--- src/mws_pkg.sv ---
// Shared types and constants of the mecanum wheel speed solver.
`default_nettype none
package mws_pkg;

  localparam int NWHEEL     = 4;
  localparam int WHL_W      = 2;
  localparam int VEL_W      = 16;
  localparam int COMBO_W    = 29;
  localparam int SUM_W      = 30;
  localparam int RAD_W      = 18;
  localparam int LEN_W      = 12;
  localparam int GEAR_W     = 16;
  localparam int RPM_W      = 17;
  localparam int K_W        = 20;
  localparam int GK_W       = 36;
  localparam int GK_LO_W    = 18;
  localparam int PP_W       = 47;
  localparam int PROD_W     = 65;
  localparam int QUO_W      = 41;
  localparam int SCALE_W    = 17;
  localparam int SNUM_W     = 32;
  localparam int MASK_W     = 4;
  localparam int CFG_ADDR_W = 3;
  localparam int CFG_DATA_W = 18;
  localparam int IN_DATA_W  = 48;
  localparam int OUT_W      = 85;
  localparam int OUT_DATA_W = 88;
  localparam int QUEUE_DEPTH = 2;

  // 30/pi in unsigned Q16, rounded to nearest
  localparam logic [K_W-1:0] K_Q16 = 20'd625823;
  localparam logic [SCALE_W-1:0] SCALE_ONE = 17'h10000;

  localparam logic [CFG_ADDR_W-1:0] CFG_RADIUS   = 3'd0;
  localparam logic [CFG_ADDR_W-1:0] CFG_HALF_WB  = 3'd1;
  localparam logic [CFG_ADDR_W-1:0] CFG_HALF_TR  = 3'd2;
  localparam logic [CFG_ADDR_W-1:0] CFG_GEAR     = 3'd3;
  localparam logic [CFG_ADDR_W-1:0] CFG_MAX_RPM  = 3'd4;
  localparam logic [CFG_ADDR_W-1:0] CFG_REV_MASK = 3'd5;

  typedef struct packed {
    logic [RAD_W-1:0]  radius;
    logic [LEN_W-1:0]  half_wb;
    logic [LEN_W-1:0]  half_tr;
    logic [GEAR_W-1:0] gear;
    logic [GEAR_W-1:0] max_rpm;
    logic [MASK_W-1:0] rev_mask;
  } cfg_t;

  // one classified command: rim speed magnitudes in um/s and signs
  typedef struct packed {
    logic [NWHEEL-1:0][COMBO_W-1:0] mag;
    logic [NWHEEL-1:0]              neg;
    logic                           zero_arm;
  } cmd_t;

  typedef struct packed {
    logic [WHL_W-1:0] wheel;
    logic             neg;
    logic             zero_arm;
  } wside_t;

  typedef struct packed {
    logic                         zero_arm;
    logic                         need;
    logic [NWHEEL-1:0]            neg;
    logic [NWHEEL-1:0][QUO_W-1:0] mag;
  } rec_t;

endpackage
`default_nettype wire

--- src/mws_fifo.sv ---
// Short command queue between front end and back end.
`default_nettype none
module mws_fifo (
  input  wire logic          clk_i,
  input  wire logic          rst_ni,
  input  wire logic          push_i,
  input  wire mws_pkg::cmd_t data_i,
  output logic               full_o,
  input  wire logic          pop_i,
  output logic               valid_o,
  output mws_pkg::cmd_t      data_o
);
  import mws_pkg::*;

  localparam int PTR_W = $clog2(QUEUE_DEPTH);
  localparam int CNT_W = $clog2(QUEUE_DEPTH + 1);

  cmd_t             mem_q [QUEUE_DEPTH];
  logic [PTR_W-1:0] wr_ptr_q, wr_ptr_d;
  logic [PTR_W-1:0] rd_ptr_q, rd_ptr_d;
  logic [CNT_W-1:0] cnt_q, cnt_d;
  logic             do_push, do_pop;

  assign full_o  = (cnt_q == CNT_W'(QUEUE_DEPTH));
  assign valid_o = (cnt_q != '0);
  assign data_o  = mem_q[rd_ptr_q];
  assign do_push = push_i && !full_o;
  assign do_pop  = pop_i && valid_o;

  always_comb begin
    wr_ptr_d = wr_ptr_q;
    rd_ptr_d = rd_ptr_q;
    cnt_d    = cnt_q;
    if (do_push) begin
      wr_ptr_d = (wr_ptr_q == PTR_W'(QUEUE_DEPTH - 1)) ? '0 : wr_ptr_q + 1'b1;
    end
    if (do_pop) begin
      rd_ptr_d = (rd_ptr_q == PTR_W'(QUEUE_DEPTH - 1)) ? '0 : rd_ptr_q + 1'b1;
    end
    if (do_push && !do_pop) begin
      cnt_d = cnt_q + 1'b1;
    end else if (do_pop && !do_push) begin
      cnt_d = cnt_q - 1'b1;
    end
  end

  always_ff @(posedge clk_i or negedge rst_ni) begin
    if (!rst_ni) begin
      wr_ptr_q <= '0;
      rd_ptr_q <= '0;
      cnt_q    <= '0;
    end else begin
      wr_ptr_q <= wr_ptr_d;
      rd_ptr_q <= rd_ptr_d;
      cnt_q    <= cnt_d;
    end
  end

  always_ff @(posedge clk_i) begin
    if (do_push) begin
      mem_q[wr_ptr_q] <= data_i;
    end
  end

endmodule
`default_nettype wire

--- config.mk ---
export PLATFORM = sky130hd
export DESIGN_NAME = mws_fifo
export DESIGN_NICKNAME = d
export VERILOG_FILES = /design/src/mws_pkg.sv /design/src/mws_fifo.sv
export SDC_FILE = /design/constraint.sdc
export NUM_CORES = 1
export LEC_CHECK = 0
export ABC_CLOCK_PERIOD_IN_PS = 16400
export BUFFER_PORTS_ARGS = -buffer_cell sky130_fd_sc_hd__buf_2
export CAP_MARGIN = 20
export CORE_UTILIZATION = 55
export CTS_BUF_LIST = sky130_fd_sc_hd__clkbuf_8 sky130_fd_sc_hd__clkbuf_16
export DETAILED_ROUTE_END_ITERATION = 7
export PLACE_DENSITY = 0.83
export SYNTH_ARGS = -nofsm -noshare
export SYNTH_HDL_FRONTEND = slang
export SYNTH_SLANG_ARGS = --single-unit
--- constraint.sdc ---
create_clock -name clk_i -period 16.4 [get_ports clk_i]
set_clock_uncertainty 0.15 [all_clocks]
set_input_delay 2.46 -clock clk_i [delete_from_list [all_inputs] [get_ports clk_i]]
set_output_delay 2.46 -clock clk_i [all_outputs]
set_load 0.01 [all_outputs]
After elaboration in Yosys (flattened, before gate mapping)

Memories as Yosys holds them, arrays and structs flattened.
Index checks and enable logic that the tools add are counted.
W data, S select, Z words.

Register bits: 4
RAM bits: 242
Input port bits: 125
Output and inout bits: 123
Logic and storage cells: 24
Memories kept: 1

Add/subtract/negate cells: 4
Equality and inequality tests: 1
Multiplexer cells: 6
Reduce and logical (&&, ||, !) cells: 9

Memory list:

| name  | depth | bits a word | rd ports | clocked after Yosys merged registers in | write ports | line           | text |
|---|---|---|---|---|---|---|---|
| mem_q | 2     | 121         | 1        | 0                                       | 1           | mws_fifo.sv:18 | `cmd_t mem_q [QUEUE_DEPTH];` |

Operator list:

| operator              | count |
|---|---|
| $logic_and A1 B1 Y1   | 4 |
| $mux W1               | 4 |
| $mux W2               | 2 |
| $reduce_bool A2 Y1    | 2 |
| $logic_not A1 Y1      | 3 |
| $add A1 B1 Y1 const B | 2 |
| $add A2 B1 Y2 const B | 1 |
| $eq A2 B2 Y1 const B  | 1 |
| $sub A2 B1 Y2 const B | 1 |

Longest topological paths before layout

Word-level depth: 7
Mapped depth: 7
Mapped depth without buffers: 7

Worst setup path after synthesis

Ideal clock, no wire load.

Path kind: input to register
From: in push_i
To: mem mem_q[0][0] (netlist bit) (enable)
Setup time: 0.602 ns
Arrival: 7.578 ns
Required time: 15.648 ns
Setup slack: 8.069 ns
Stages on the path: 2
Path buffers: 0
Path through: nand2_1 > nor2_1

Longest elaborated chain between the ends: 3

RTL lines:

| element                       | line           | text |
|---|---|---|
| from (decl)                   | mws_fifo.sv:6  | `input wire logic push_i,` |
| $logic_and A1 B1 Y1           | mws_fifo.sv:27 | `assign do_push = push_i && !full_o;` |
| $mux W1                       | mws_fifo.sv:60 | `if (do_push) begin` |
| $mux W1 (implied by the code) | mws_fifo.sv:61 | `mem_q[wr_ptr_q] <= data_i;` |
| to (decl)                     | mws_fifo.sv:18 |  |

Every way passes these cells.

==> metrics.cfg <==
[final_layout]
drive_above_1_share = 0.604
final_common_cell = buf_2
area_growth_pct = 24.3
most-common-layout-cells = 247 x buf_2, 242 x edfxtp_1, 80 x mux2_4
fin_nets = 786

[sta]
worst_slew_pin_slew_ns = 1.06
hold_viol = 0
drv_slew = 0
postLayoutSetupSlackWorst_ns = 10.59
fin_setup_tns_ns = 0
max_slew_margin = 0.292
period_share = 0.354
rsz0062_at_grt = no
finalCriticalPeriod_ns = 5.81
clock.fmax_mhz = 172
finalSetupViolations = 0

[power]
power_density_nw_per_um2 = 183
vdd_ir_drop_max_mv = 0.132
power_leakage_nw = 4.58
p_total_w = 0.00210

[grt]
grt_pass1_vias = 4929
grt_pass1_wl_um = 25500
grt_max_degree = 68
grtUsageTotal = 0.189
antenna_found_initial = 2
grt_overflow = 0

[setup_path]
worstSetupStartpointType = register
path_cells = buf_4 -> mux2_2 -> buf_2
max_stage_delay_ns = 1.02
path_max_fanout = 63
critPathKind = reg -> out
critPathCaptureType = output port
required_ns = 13.79
cp_slowest_cell = dfrtp_4
critPathArrivalTime_ns = 3.20

[placement]
dp_worst_setup_slack_ns = 11.12
gp_congestion = 0.779
portBuffers = 247
hpwl_um = 11000

[run]
maxCapViolations = 0

[outcome]
status = finished clean

[logic_synthesis]
syn-num-nets = 522
syn_area_um2 = 9260
ys_seq_area_frac = 0.795
ys_seq_elements = 246
synth_cells = 396
syn_avg_cell_area_um2 = 23.4
ys_warn_count = 0
synth_cell_types = 16

[clock_network]
clockRootBuffer = clkbuf_16
h-tree-depth = 1
post_cts_resized = 0
post_cts_buffers = 0
clock_sinks = 246
cts_buffer_depth = 3
insertion_delay_ns = 0.50
numCtsBuffers = 25
hold_buffers = 0
clk_pin_slew_ns = 0.06
cts_tree = yes

[die]
die_area_um2 = 17400
die_h_um = 132
die_w_um = 132
core_area_um2 = 16500
num_io_pins = 248
initial_core_util = 0.561
rows = 47

[hold_path]
hold_path_class = reg -> reg

[drt]
drtAntennaViolNets = 0
wl_per_cell_um = 18.4
num_vias = 4583
drt_first_pass_iters = 4
postRouteWirelength_um = 16600
drt_iter0_drc = 233
drc = 0
viasPerCell = 5.09

logic make-up (layout without fill, tap and decap cells):
logic type    Yosys count  in the layout  share of synthesized area
flops                 246            246                      0.795
fa+ha+maj               1              1                    0.00135
simple gates            7              7                    0.00365
mux                   121            121                      0.179
other cells             0              1                          0
xor+xnor                5              5                    0.00473
buf+inv                16            299                     0.0155
critical path, delay by kind of cell, from the launching register on:
kind                   cells  cell delay [ns]
buffers and inverters      2             1.06
flip-flops                 1             1.02
multiplexers               1             0.43
stage by stage:
step	cell area, um^2	util	hold slack (ns)	instances
6_report	11500	0.697	0.375	900
5_1_grt	11500	0.697	0.394	900
4_1_cts	11500	0.697	0.380	899
3_5_place_dp	10700	0.647	0.358	853
3_3_place_gp	10700	0.647	0.322	853
2_1_floorplan	9260	-	0.306	396
cell usage after synthesis (all sizes together):
master | instances | area, um^2
and3 | 1 | 6.26
dfrtp | 4 | 100
mux2 | 121 | 1660
edfxtp | 242 | 7270
nor2 | 2 | 7.51
inv | 2 | 7.51
ha | 1 | 12.5
or2 | 1 | 6.26
xor2 | 2 | 17.5
nand2b | 1 | 6.26
buf | 14 | 136
nand2 | 2 | 7.51
xnor2 | 3 | 26.3
layer usage:
layer  track usage  vias up  part of all wire
met5             0        -                 0
met4        0.0698        0             0.026
met3        0.0423       37             0.071
met2         0.334      203              0.51
met1         0.229     2241              0.39
li1              -     2102                 -
sequential cells by signal, indices dropped and copies added, names as in the netlist:
signal / cells
rd_ptr_q: 1
wr_ptr_q: 1
mem_q: 242
cnt_q: 2
layout make-up:
class                   count  area, um^2
clock buffers              25         626
fillers                  1060        5010
flip-flops and latches    246        7370
clock inverters            21         200
diodes                      1        2.50
repair buffers            251        1270
inverters                   2        7.51
multi-input cells         134        1770
well taps                 220         275
final timing paths:
check                      slack, ns      endpoint  cells after the start      from
setup / recovery               10.59    data_o[98]                      3  rd_ptr_q
hold / removal                  0.38      cnt_q[1]                      1  cnt_q[1]
setup reg to reg               13.17  mem_q[0][43]                      5  cnt_q[0]
hold reg to reg                 0.38      cnt_q[1]                      1  cnt_q[1]
max in group asynchronous      14.37      rd_ptr_q                      1    rst_ni
min in group asynchronous       1.60      rd_ptr_q                      1    rst_ni
where the power goes:
group	leakage, nW	internal, W	switching, W
Combinational	1.87	0.000315	0.000296
Clock	0.423	0.000340	0.000219
Sequential	2.29	0.000862	0.0000710
Total	4.58	0.00152	0.000586
Power figures use the tool's default switching activity.
