<file path="src/mws_pkg.sv">
// Shared types and constants of the mecanum wheel speed solver.
`default_nettype none
package mws_pkg;

  localparam int NWHEEL     = 4;
  localparam int WHL_W      = 2;
  localparam int VEL_W      = 16;
  localparam int COMBO_W    = 29;
  localparam int SUM_W      = 30;
  localparam int RAD_W      = 18;
  localparam int LEN_W      = 12;
  localparam int GEAR_W     = 16;
  localparam int RPM_W      = 17;
  localparam int K_W        = 20;
  localparam int GK_W       = 36;
  localparam int GK_LO_W    = 18;
  localparam int PP_W       = 47;
  localparam int PROD_W     = 65;
  localparam int QUO_W      = 41;
  localparam int SCALE_W    = 17;
  localparam int SNUM_W     = 32;
  localparam int MASK_W     = 4;
  localparam int CFG_ADDR_W = 3;
  localparam int CFG_DATA_W = 18;
  localparam int IN_DATA_W  = 48;
  localparam int OUT_W      = 85;
  localparam int OUT_DATA_W = 88;
  localparam int QUEUE_DEPTH = 2;

  // 30/pi in unsigned Q16, rounded to nearest
  localparam logic [K_W-1:0] K_Q16 = 20'd625823;
  localparam logic [SCALE_W-1:0] SCALE_ONE = 17'h10000;

  localparam logic [CFG_ADDR_W-1:0] CFG_RADIUS   = 3'd0;
  localparam logic [CFG_ADDR_W-1:0] CFG_HALF_WB  = 3'd1;
  localparam logic [CFG_ADDR_W-1:0] CFG_HALF_TR  = 3'd2;
  localparam logic [CFG_ADDR_W-1:0] CFG_GEAR     = 3'd3;
  localparam logic [CFG_ADDR_W-1:0] CFG_MAX_RPM  = 3'd4;
  localparam logic [CFG_ADDR_W-1:0] CFG_REV_MASK = 3'd5;

  typedef struct packed {
    logic [RAD_W-1:0]  radius;
    logic [LEN_W-1:0]  half_wb;
    logic [LEN_W-1:0]  half_tr;
    logic [GEAR_W-1:0] gear;
    logic [GEAR_W-1:0] max_rpm;
    logic [MASK_W-1:0] rev_mask;
  } cfg_t;

  // one classified command: rim speed magnitudes in um/s and signs
  typedef struct packed {
    logic [NWHEEL-1:0][COMBO_W-1:0] mag;
    logic [NWHEEL-1:0]              neg;
    logic                           zero_arm;
  } cmd_t;

  typedef struct packed {
    logic [WHL_W-1:0] wheel;
    logic             neg;
    logic             zero_arm;
  } wside_t;

  typedef struct packed {
    logic                         zero_arm;
    logic                         need;
    logic [NWHEEL-1:0]            neg;
    logic [NWHEEL-1:0][QUO_W-1:0] mag;
  } rec_t;

endpackage
`default_nettype wire

</file>
<file path="src/mws_front.sv">
// Front end: forms the four signed rim speed combinations of a command.
`default_nettype none
module mws_front (
  input  wire mws_pkg::cfg_t                     cfg_i,
  input  wire logic signed [mws_pkg::VEL_W-1:0]  vx_i,
  input  wire logic signed [mws_pkg::VEL_W-1:0]  vy_i,
  input  wire logic signed [mws_pkg::VEL_W-1:0]  wz_i,
  input  wire logic                              in_valid_i,
  input  wire logic                              q_full_i,
  output logic                                   in_ready_o,
  output logic                                   q_push_o,
  output mws_pkg::cmd_t                          cmd_o
);
  import mws_pkg::*;

  logic [LEN_W:0]           arm;
  logic signed [SUM_W-1:0]  vx_k;
  logic signed [SUM_W-1:0]  vy_k;
  logic signed [SUM_W-1:0]  awz;
  logic signed [SUM_W-1:0]  combo [NWHEEL];
  logic [SUM_W-1:0]         absval [NWHEEL];

  assign arm  = {1'b0, cfg_i.half_wb} + {1'b0, cfg_i.half_tr};
  assign vx_k = $signed(SUM_W'(vx_i)) * $signed(SUM_W'(1000));
  assign vy_k = $signed(SUM_W'(vy_i)) * $signed(SUM_W'(1000));
  assign awz  = $signed({{(SUM_W-LEN_W-1){1'b0}}, arm}) * $signed(SUM_W'(wz_i));

  // X layout: FL, FR, RL, RR
  assign combo[0] = vx_k - vy_k - awz;
  assign combo[1] = vx_k + vy_k + awz;
  assign combo[2] = vx_k + vy_k - awz;
  assign combo[3] = vx_k - vy_k + awz;

  always_comb begin
    for (int k = 0; k < NWHEEL; k++) begin
      absval[k]     = combo[k][SUM_W-1] ? SUM_W'(-combo[k]) : SUM_W'(combo[k]);
      cmd_o.mag[k]  = absval[k][COMBO_W-1:0];
      cmd_o.neg[k]  = combo[k][SUM_W-1] ^ cfg_i.rev_mask[k];
    end
    cmd_o.zero_arm = (arm == '0);
  end

  assign in_ready_o = !q_full_i;
  assign q_push_o   = in_valid_i && !q_full_i;

endmodule
`default_nettype wire

</file>
<file path="config.mk">
export PLATFORM = sky130hd
export DESIGN_NAME = mws_front
export DESIGN_NICKNAME = d
export VERILOG_FILES = /design/src/mws_pkg.sv /design/src/mws_front.sv
export SDC_FILE = /design/constraint.sdc
export NUM_CORES = 1
export LEC_CHECK = 0
export BUFFER_PORTS_ARGS = -buffer_cell sky130_fd_sc_hd__buf_4
export CAP_MARGIN = 20
export CORE_MARGIN = 2
export CORE_UTILIZATION = 30
export DETAILED_ROUTE_END_ITERATION = 12
export SLEW_MARGIN = 10
export SYNTH_ARGS = -nofsm -noshare
export SYNTH_HDL_FRONTEND = slang
export SYNTH_SLANG_ARGS = --single-unit
export TNS_END_PERCENT = 1
</file>
<file path="constraint.sdc">
create_clock -name vclk -period 33.4
set_input_delay 3.34 -clock vclk [all_inputs]
set_output_delay 3.34 -clock vclk [all_outputs]
set_load 0.03 [all_outputs]
</file>
=== Word-level counts from Yosys, hierarchy flattened ===
Index checks and enable logic that the tools add are counted.
W data, S select, Z words.

* Input port bits: 128
* Register bits after elaboration: 0
* Output and inout port bits: 123
* Logic and storage cells: 25

* Reduce and logical (&&, ||, !) cells: 3
* Multiply operators: 3
* Add/sub/neg operators: 11
* Mux-type cells: 4
* Bitwise logic cells: 4

{| class="wikitable"
|+ Operator list
! kind !! number
|-
| $mux W29 || 4
|-
| $neg A29 Y29 || 4
|-
| $add A28 B30 Y30 || 2
|-
| $sub A28 B30 Y30 || 2
|-
| $mul A16 B8 Y24 const B || 2
|-
| $mul A14 B16 Y30 || 1
|-
| $add A27 B27 Y28 || 1
|-
| $sub A27 B27 Y28 || 1
|-
| $add A12 B12 Y13 || 1
|-
| $logic_not A13 Y1 || 1
|-
| $xor A1 B1 Y1 || 4
|-
| $logic_and A1 B1 Y1 || 1
|-
| $logic_not A1 Y1 || 1
|}

=== Depth between registers and ports, before layout ===
Gate-level depths: netlist of run 1.

* Depth in word-level cells: 5
* Gate-level depth with buffers: 51
* Depth with buffers taken out: 47

=== Worst setup path after synthesis of run 1 ===
OpenSTA, ideal clock, no wires.

* Path kind: input to output
* Start point: input cfg_i[36] in the netlist's numbering
* End point: output cmd_o[119] in the netlist's numbering
* Stages on the path: 49
* Slack: 16.370 ns
* Data arrival time: 13.690 ns
* Cells stage by stage: ha_1 > inv_1 > fa_1 > nor2b_1 > o21ai_0 > a21boi_0 > o21ai_0 > a21boi_0 > o21ai_0 > a21boi_0 > o21ai_0 > nand2b_1 > xor2_1 > clkbuf_1 > nand2_1 > fa_1 > inv_1 > fa_1 > (+13 left out) > nand2b_1 > xor2_1 > ha_1 > clkbuf_1 > inv_1 > o21bai_1 > o21a_1 > a211oi_1 > o21ai_0 > a31o_2 > nand2_1 > a21oi_1 > o41ai_1 > xor2_1 > clkbuf_1 > buf_2 > a21oi_1 > xnor2_1

{| class="wikitable"
|+ RTL lines
! item !! line !! RTL
|-
| start: declaration || mws_front.sv:4 || <nowiki>input wire mws_pkg::cfg_t cfg_i,</nowiki>
|-
| end: declaration || mws_front.sv:12 || <nowiki>output mws_pkg::cmd_t cmd_o</nowiki>
|}

==> results of run 1 <==
==> worst max-delay path: cells and delay by family <==
kind | cells | cell delay [ns]
AND/OR/NAND/NOR | 8 | 1.19
AO/OA/AOI/OAI | 17 | 3.73
buffers and inverters | 7 | 0.72
adder cells (fa/ha/maj) | 10 | 4.64
XOR/XNOR | 4 | 1.38
==> layout by cell type (no fill, tap or decap), drive strengths merged, types with 7 or more instances in the layout <==
master  count
xor2       91
a21o       33
nor4       15
or3        19
nand2b     37
buf       214
fa        325
o21a       18
a311oi     10
or2        17
a221oi      7
nand2     235
a21oi     182
nor3       62
a31oi      28
ha        361
nand3      38
a211oi     18
a21boi     21
inv       554
xnor2     232
o41ai      15
o31ai      23
and3       18
o21ai     111
nor3b       8
nand4       9
and2       85
nor2      189
nor2b      44
o31a        8
o211ai     12
o21bai     38
==> logic make-up (layout without fill, tap and decap cells) <==
logic type / Yosys count / in the layout / share of synthesized area (%)
adder cells (fa/ha/maj): 686 / 686 / 45.9
AND/OR/NAND/NOR: 796 / 796 / 16.2
XOR/XNOR: 323 / 323 / 11.8
buffers and inverters: 652 / 769 / 10.3
AO/OA/AOI/OAI: 577 / 577 / 15.6
multiplexers: 5 / 5 / 0.224
==> per-layer routing <==
layer / global-route usage, % / wire [um] / vias to the layer above
met4: 3.68 / 1790 / 0
li1: - / - / 10100
met5: 0 / 0 / -
met3: 1.52 / 3470 / 57
met1: 21.4 / 28700 / 9957
met2: 26.6 / 30500 / 436
==> per-stage QoR <==
step	std cells	util [%]
after CTS	4206	33.6
after global routing	4206	33.6
after detailed placement	4206	33.6
final	4206	33.6
after floorplan	3039	-
after global placement	4205	33.6
==> final cells by class <==
class / instances / area share (%)
multi-input cells: 2387 / 81.2
repair buffers: 214 / 6.04
inverters: 555 / 7.83
well taps: 1050 / 4.94
==> how the worst max path moves through the flow <==
stage,from,to,slack [ns],depth (start not counted)
floorplan,cfg_i[36],cmd_o[119],16.37,49
global placement,cfg_i[37],cmd_o[77],14.84,41
detailed placement,cfg_i[36],cmd_o[77],15.17,45
CTS,cfg_i[36],cmd_o[77],15.11,45
global route,cfg_i[36],cmd_o[77],14.12,44
finish,cfg_i[36],cmd_o[67],15.04,46
==> summary.txt, run 1 <==
Synthesis
  • Top cells by count, synth: inv_1, ha_1, fa_1
  • Top-count cell post-synth: inv_1
  • Synth area leader: fa_1
  • Area contributors post-synth: fa_1, ha_1, inv_1
  • Sequential element share of the synthesized area: 0%
  • Number of warnings issued by yosys: 0
  • Netlist cell types: between 80 and 90
  • Synth Cell Area: ~24000 um^2
  • Share of the synthesized area in the top cell type: 27.1%
  • Gate Count Post-Synth: 3039
  • Net Count, Synth: about 3.9k
  • Mean Syn Cell Area: just under 8 um^2

Run status
  • Outcome: completed

STA
  • Fin crit period: 18.36 ns
  • Worst Slack Setup Final: 15.04 ns
  • Slew margin rel.: 25.0%
  • Post-route setup TNS: 0 ns
  • Max-slew violations: 0
  • Least-Margin Pin Slew: 1.11 ns
  • Final period utilization: ~55%
  • Unrepaired setup endpoints after global routing: false
  • Final setup violating endpoints: 0
  • Final Hold Viols: 0
  • Worst hold margin: 6.95 ns
  • Max Freq: 0.0545 GHz

Critical path
  • Worst path required time: around 30 ns
  • CP Capture Type: output port
  • Setup CP Type: in -> out
  • CP max-delay cell: xor2_4
  • CP peak stage delay: 0.81 ns
  • Critical Path AT: roughly 15 ns
  • Crit Path Max Fanout: 31
  • Startpoint Class: input pin
  • CP dominant cell by count: fa_1

Job
  • Max Cap Viol: 0

Clock network
  • CTS Hold Bufs: 0
  • Post-CTS Setup Repair Bufs: 0
  • Post-CTS sizing: 0

Placed design
  • Cell area after placement: between 20000 and 30000 um^2
  • HPWL after DPL: 56800 um
  • Place WS: between 15 and 20 ns
  • # port buffers: 201
  • RePlAce Congestion: 0.905

Route
  • Wire length per cell: 15.3 um
  • Initial drt markers: 1248
  • Vias/cell: 4.89
  • Routed Antenna Nets: 0
  • Final wirelength: 64500 um
  • TritonRoute pass-1 iters: 5
  • DRC: 0
  • DR vias: 20.6k

Cells and area
  • NumNets Final: 3972
  • Layout filler cell count: 8481
  • Seq cells: 0
  • Final instance area: 26600 um^2
  • Share of cells above drive strength 1: 8.27%
  • FF+latch area: 0 um^2
  • Multi-input logic area: 21600 um^2
  • Final-layout clock buffer total: 0
  • P&R area growth vs syn: 10.8%
  • Number of diodes: 0

Die
  • Area of the core: a little under 80000 um^2
  • Die area: 82300 um^2
  • Die H: 287 um
  • Std cell rows: roughly 100
  • Die Span X: 287 um
  • # IOs: 251
  • Initial Util: 30.4%

GRT
  • Total global-route track usage: between 15 and 20%
  • Number of antenna violations at the first check in global routing: 1
  • Largest net degree at the start of global routing: 32
  • First-pass GRT wire length: 105000 um
  • Total grt overflow: 0
  • Vias in the first global route: 20.1k

Hold path
  • Hold path endpoint: in_ready_o
  • Hold crit path type: in -> out
  • Min-Delay Path Depth: 3
  • Hold path startpoint: q_full_i
Power of run 1 is not shown: default switching activity piles up to over one toggle a cycle in this logic, so the estimate is an artifact.
==> inputs of run 2 (changes only) <==
==> constraint.sdc (replaced) <==
create_clock -name vclk -period 15.4
set_input_delay 1.54 -clock vclk [all_inputs]
set_output_delay 1.54 -clock vclk [all_outputs]
set_load 0.03 [all_outputs]
==> summary.txt, run 2 (synthesis gave the netlist of run 1 again) <==
STA
  • Unrepaired setup endpoints after global routing: false
  • Final Hold Viols: 0
  • Fin crit period: 14.50 ns
  • Final setup violating endpoints: 0
  • Worst hold margin: between 3 and 4 ns
  • Max Freq: 0.0690 GHz
  • Least-Margin Pin Slew: 1.04 ns
  • Final period utilization: 94.1%
  • Slew margin rel.: 30.1%
  • Worst Slack Setup Final: 0.904 ns
  • Max-slew violations: 0
  • Post-route setup TNS: 0 ns

Route
  • Routed Antenna Nets: 0
  • Vias/cell: 4.89
  • DR vias: 20.6k
  • DRC: 0
  • TritonRoute pass-1 iters: 5
  • Final wirelength: 64500 um
  • Initial drt markers: around 1.2k
  • Wire length per cell: 15.3 um

Cells and area
  • Seq cells: 0
  • FF+latch area: 0 um^2
  • P&R area growth vs syn: 10.9%
  • Final-layout clock buffer total: 0
  • Share of cells above drive strength 1: 8.42%
  • Number of diodes: 0
  • Commonest non-fill, non-tap cell in the layout: inv_1
  • NumNets Final: between 3k and 4k
  • Commonest non-fill, non-tap cells in the layout: inv_1, ha_1, fa_1, nand2_1, xnor2_1

Critical path
  • Worst path required time: 13.86 ns
  • Crit Path Max Fanout: 18
  • Startpoint Class: input pin
  • CP peak stage delay: 0.56 ns
  • Critical Path AT: 12.96 ns
  • CP dominant cell by count: fa_1
  • CP max-delay cell: fa_1
  • Setup CP Type: in -> out
  • CP Capture Type: output port

GRT
  • Number of antenna violations at the first check in global routing: 0
  • Total global-route track usage: 15.6%
  • Total grt overflow: 0
  • Vias in the first global route: 20.2k
  • First-pass GRT wire length: approximately 110000 um
  • Largest net degree at the start of global routing: 30

Die
  • Die Span X: 287 um
  • Initial Util: a little over 30%
  • # IOs: about 250
  • Area of the core: ~79000 um^2
  • Die H: 287 um
  • Std cell rows: 103
  • Die area: between 80000 and 90000 um^2

Hold path
  • Hold crit path type: in -> out

Placed design
  • RePlAce Congestion: 0.916
  • # port buffers: 201
  • Place WS: 0.823 ns
  • HPWL after DPL: 56400 um

Run status
  • Outcome: completed

Job
  • Max Cap Viol: 0
## run 2: through the flow
step	instance area, um^2	util, %	cells
floorplan	24000	-	3039
global placement	26600	33.6	4208
detailed placement	26600	33.6	4208
CTS	26600	33.6	4208
global route	26600	33.7	4211
finish	26600	33.7	4211
## run 2: worst paths after layout
check | startpoint | end | slack [ns] | cells past startpoint
setup / recovery | cfg_i[36] | cmd_o[9] | 0.90 | 47
hold / removal | q_full_i | in_ready_o | 3.34 | 3
## run 2: worst max-delay path: cells and delay by family
family / cells / cell delay [ns]
XOR/XNOR: 3 / 0.98
multiplexers: 1 / 0.23
AO/OA/AOI/OAI: 15 / 3.03
buffers and inverters: 6 / 0.73
AND/OR/NAND/NOR: 12 / 2.15
adder cells (fa/ha/maj): 10 / 4.27
## run 2: per-layer routing
metal	GRT usage (%)	share of wire [%]	routed length [um]
met1	21.3	45	29200
met2	27.3	48	30900
met3	1.33	5.2	3330
met4	2.19	1.6	1030
met5	0	0	0
## run 2: final cells by class
class,count,area (um^2)
well taps,1050,1310
multi-input cells,2387,21600
inverters,555,2080
repair buffers,219,1640
fillers,8504,52500
## run 2: repair_timing
item	in CTS	in global routing
hold buffers	0	0
resized for setup	0	1
buffers inserted	0	3
endpoints found under the setup margin	0	54
hold endpoints to repair	0	0
Power of run 2 is left out for the same reason.
